### config.mk
export PLATFORM = sky130hd
export DESIGN_NAME = drlt_split
export DESIGN_NICKNAME = d
export VERILOG_FILES = /design/src/rtl/core/drlt_pkg.sv /design/src/rtl/core/drlt_split.sv
export SDC_FILE = /design/constraint.sdc
export NUM_CORES = 1
export LEC_CHECK = 0
export BUFFER_PORTS_ARGS = -buffer_cell sky130_fd_sc_hd__clkbuf_2
export CORE_MARGIN = 4
export CORE_UTILIZATION = 45
export DETAILED_ROUTE_END_ITERATION = 16
export GPL_TIMING_DRIVEN = 0
export PLACE_DENSITY = 0.73
export SLEW_MARGIN = 10
export SYNTH_ARGS = -nofsm -noshare
export SYNTH_HDL_FRONTEND = slang
export SYNTH_SLANG_ARGS = --single-unit
### constraint.sdc
create_clock -name vclk -period 15.6
set_input_delay 0.78 -clock vclk [all_inputs]
set_output_delay 0.78 -clock vclk [all_outputs]
set_load 0.03 [all_outputs]
### src/rtl/core/drlt_pkg.sv
`default_nettype none
package drlt_pkg;

  // Operation codes of the input channel
  typedef enum logic [1:0] {
    OP_MARK  = 2'd0,
    OP_READ  = 2'd1,
    OP_CLEAR = 2'd2,
    OP_NOP   = 2'd3
  } op_e;

  // Largest coordinate a stored rectangle may start at
  localparam logic signed [17:0] COORD_MAX = 18'sd32767;

  // Stored list entry, 62 bits
  typedef struct packed {
    logic signed [15:0] x;
    logic signed [15:0] y;
    logic [14:0]        w;
    logic [14:0]        h;
  } entry_t;

  // Piece in flight; corners may run past the 16-bit range
  typedef struct packed {
    logic signed [17:0] x;
    logic signed [17:0] y;
    logic [14:0]        w;
    logic [14:0]        h;
  } piece_t;

  // Split result: push flags and pieces, index 0 bottom, 1 top, 2 right, 3 left
  typedef struct packed {
    logic             hit;
    logic [3:0]       push;
    piece_t [3:0]     pc;
  } split_t;

endpackage
`default_nettype wire

### src/rtl/core/drlt_split.sv
`default_nettype none
module drlt_split (
  input  wire drlt_pkg::piece_t p_i,
  input  wire drlt_pkg::entry_t d_i,
  output drlt_pkg::split_t      res_o
);

  logic signed [17:0] dx, dy, pw, ph, dw, dh;
  logic signed [17:0] pr, pb, dr, db, ty, bot, th;
  logic               hit;

  // Edges of the piece and the stored entry
  always_comb begin
    dx  = {{2{d_i.x[15]}}, d_i.x};
    dy  = {{2{d_i.y[15]}}, d_i.y};
    pw  = $signed({3'b000, p_i.w});
    ph  = $signed({3'b000, p_i.h});
    dw  = $signed({3'b000, d_i.w});
    dh  = $signed({3'b000, d_i.h});
    pr  = p_i.x + pw;
    pb  = p_i.y + ph;
    dr  = dx + dw;
    db  = dy + dh;
    hit = (dx < pr) && (dr > p_i.x) && (dy < pb) && (db > p_i.y);
    ty  = (p_i.y > dy) ? p_i.y : dy;
    bot = (pb < db) ? pb : db;
    th  = bot - ty;
  end

  // Remainder pieces around the overlap
  always_comb begin
    res_o.hit     = hit;
    res_o.push[0] = hit && (db < pb);
    res_o.push[1] = hit && (dy > p_i.y);
    res_o.push[2] = hit && (dr < pr);
    res_o.push[3] = hit && (dx > p_i.x);
    res_o.pc[0]   = '{x: p_i.x, y: db, w: p_i.w, h: 15'(pb - db)};
    res_o.pc[1]   = '{x: p_i.x, y: p_i.y, w: p_i.w, h: 15'(dy - p_i.y)};
    res_o.pc[2]   = '{x: dr, y: ty, w: 15'(pr - dr), h: 15'(th)};
    res_o.pc[3]   = '{x: p_i.x, y: ty, w: 15'(dx - p_i.x), h: 15'(th)};
  end

endmodule
`default_nettype wire

==> run metrics <==
DP Wirelength=roughly 32000 um; Max Clk Rate=109.2 MHz; share of cells above drive strength 1=30.63%; CP Data Arrival Time=around 8.4 ns; WS Path Type=in -> out; Final nets=2191; unrepaired setup endpoints after global routing=no; Synth Instances=~1400; Worst Min Path Start=p_i[19]; vias in the first global route=just over 10000; Antenna Cells=0; Hold Slack=1.944 ns; Max FO, Critical Path=10; Synth Warn #=0; CP Capture Type=primary output; pin count of the biggest net entering global routing=11; die area=25090 um^2; WL/cell=17.03 um; mux contribution to synthesized area=0.6146%; Reg area=0 um^2; Inst Count DP=between 2000 and 2500; total gr overflow=0; commonest cells after routing, fill and taps aside=397 x clkbuf_2, 237 x ha_1, 177 x inv_1, 138 x buf_4, 93 x o21ai_0; Synth Net Count=1792; vias per cell=5.451; initial antenna violation count=0; Max-slew headroom=20.54%; dpl cell area=12520 um^2; final instance area=between 10000 and 15000 um^2; Worst path max stage delay=0.48 ns; FFs & Latches=0; FP Rows=54; Adder-Cell Fraction of Synth Area=30.90%; final cycle utilization of the critical path=around three fifths; clkbuf count=0; Hold Buf Count CTS=0; VDD IR-drop max=roughly 0.00011 V; initial core utilization=between 40% and 50%; Critical-path top delay cell=xor2_1; most frequent CP cell=ha_1; post-CTS setup buffer count=0; WP data required=14.82 ns; final hold vios=0; Cell Pwr Density=127.5 nW/um^2; Syn Std Cell Area=~10000 um^2; pre-CTS setup slack=6.490 ns; hold path depth=3; XOR/XNOR Fraction of Synth Area=8.690%; share of the yosys chip area belonging to registers=0%; post-synthesis compound-gate area fraction=about a quarter; Worst Slack Setup Final=about 6.4 ns; Min-Delay Path Class=in -> out; Die X=158.4 um; GRT Overall Usage=26.10%; number of distinct library cells after synthesis=77; Final Non-Filler Cells=~2100; Simple-Gate Fraction of Synth Area=between 10% and 20%; hold path endpoint=res_o[19]; CTS resizes=0; outcome=complete, no violations; Final GP Congestion=0.9604; Leak=0.007183 uW; Max Slew Vio Count=0; Final min period=9.160 ns; final setup violation count=0; Filler Cells Inserted=2180; Post-Route WL=around 36000 um; DRC viols=0; core region area=22030 um^2; Worst-Margin Slew=roughly 1.2 ns; main combinational cell family by area after synthesis=adder cells; commonest non-fill, non-tap cell in the layout=clkbuf_2; Die Height=158.4 um; area added between synthesis and finish=22.96%; maxcap violations=0; final setup TNS=0 ns; count of port buffers added during placement=397; Vias=11420; first-pass GRT wire length=53290 um; # IOs=397; First-pass DRT Iterations=5; Antenna Nets Post-Route=0; initial drt markers=between 500 and 600; Startpoint Class=input pin; syn_area_per_cell=7.179 um^2
[how the worst max path moves through the flow]
stage	from	endpoint	slack (ns)	cells after the start
2_1_floorplan	d_i[4]	res_o[212]	7.21	32
3_3_place_gp	d_i[34]	res_o[212]	6.46	34
3_5_place_dp	d_i[34]	res_o[212]	6.49	34
4_1_cts	d_i[34]	res_o[212]	6.46	34
5_1_grt	d_i[31]	res_o[212]	5.96	34
6_report	d_i[34]	res_o[212]	6.44	34
[worst max-delay path: cells and delay by family]
family	cells	cell delay, ns
and+or+nand+nor	9	1.61
xor gates and xnor gates	2	0.72
adders and majority gates	4	1.39
AOI/OAI and AO/OA	14	3.04
buffers and inverters	5	0.86
[Yosys cell counts, types with 14 or more instances]
master      n  area share, %
ha_1      237             29
inv_1     177            6.5
buf_4     138             10
o21ai_0    93            4.6
a21oi_1    84            4.1
nand2_1    84            3.1
nor2_1     83            3.1
xnor2_1    72            6.2
a21o_1     45            3.3
nand3_1    36            1.8
nor3_1     34            1.7
xor2_1     29            2.5
nor2b_1    21            1.3
o21a_1     21            1.5
o21bai_1   20            1.5
a21boi_0   19            1.4
nand4_1    19            1.2
a211oi_1   15            1.1
nand2b_1   14           0.86
[power breakdown]
part           switching [uW]  internal [uW]  leakage [uW]  total (uW)
Combinational            1060            536       0.00718        1600
Clock                       0              0             0           0
Sequential                  0              0             0           0
Total                    1060            536       0.00718        1600
[logic make-up (layout without fill, tap and decap cells)]
family / Yosys count / in the layout
compound gates: 390 / 390
buf+inv: 326 / 723
xor+xnor: 101 / 101
simple gates: 349 / 349
mux: 6 / 6
fa+ha+maj: 246 / 246
[cell type report]
type                            count  area [um^2]  share of cell area [%]
Multi-Input combinational cell   1092         8422                   67.28
Timing Repair Buffer              397         1987                   15.87
Buffer                            149         1094                   8.737
Inverter                          177        664.4                   5.308
Tap cell                          280        350.3                   2.799
[per-layer routing]
layer	routed length (um)	vias up	global-route usage [%]
met3	2259	47	1.468
met4	786	0	4.427
met2	17160	414	46.80
met1	15480	5257	35.02
li1	-	5701	-
met5	0	-	0
[per-stage QoR]
stage | utilization (%) | total power, uW
after CTS | 56.83 | 1596
after floorplan | - | 1149
final | 56.83 | 1596
after global routing | 56.83 | 1714
after detailed placement | 56.83 | 1590
after global placement | 56.83 | 1573
Note: power is estimated with default switching activity, not from simulation.
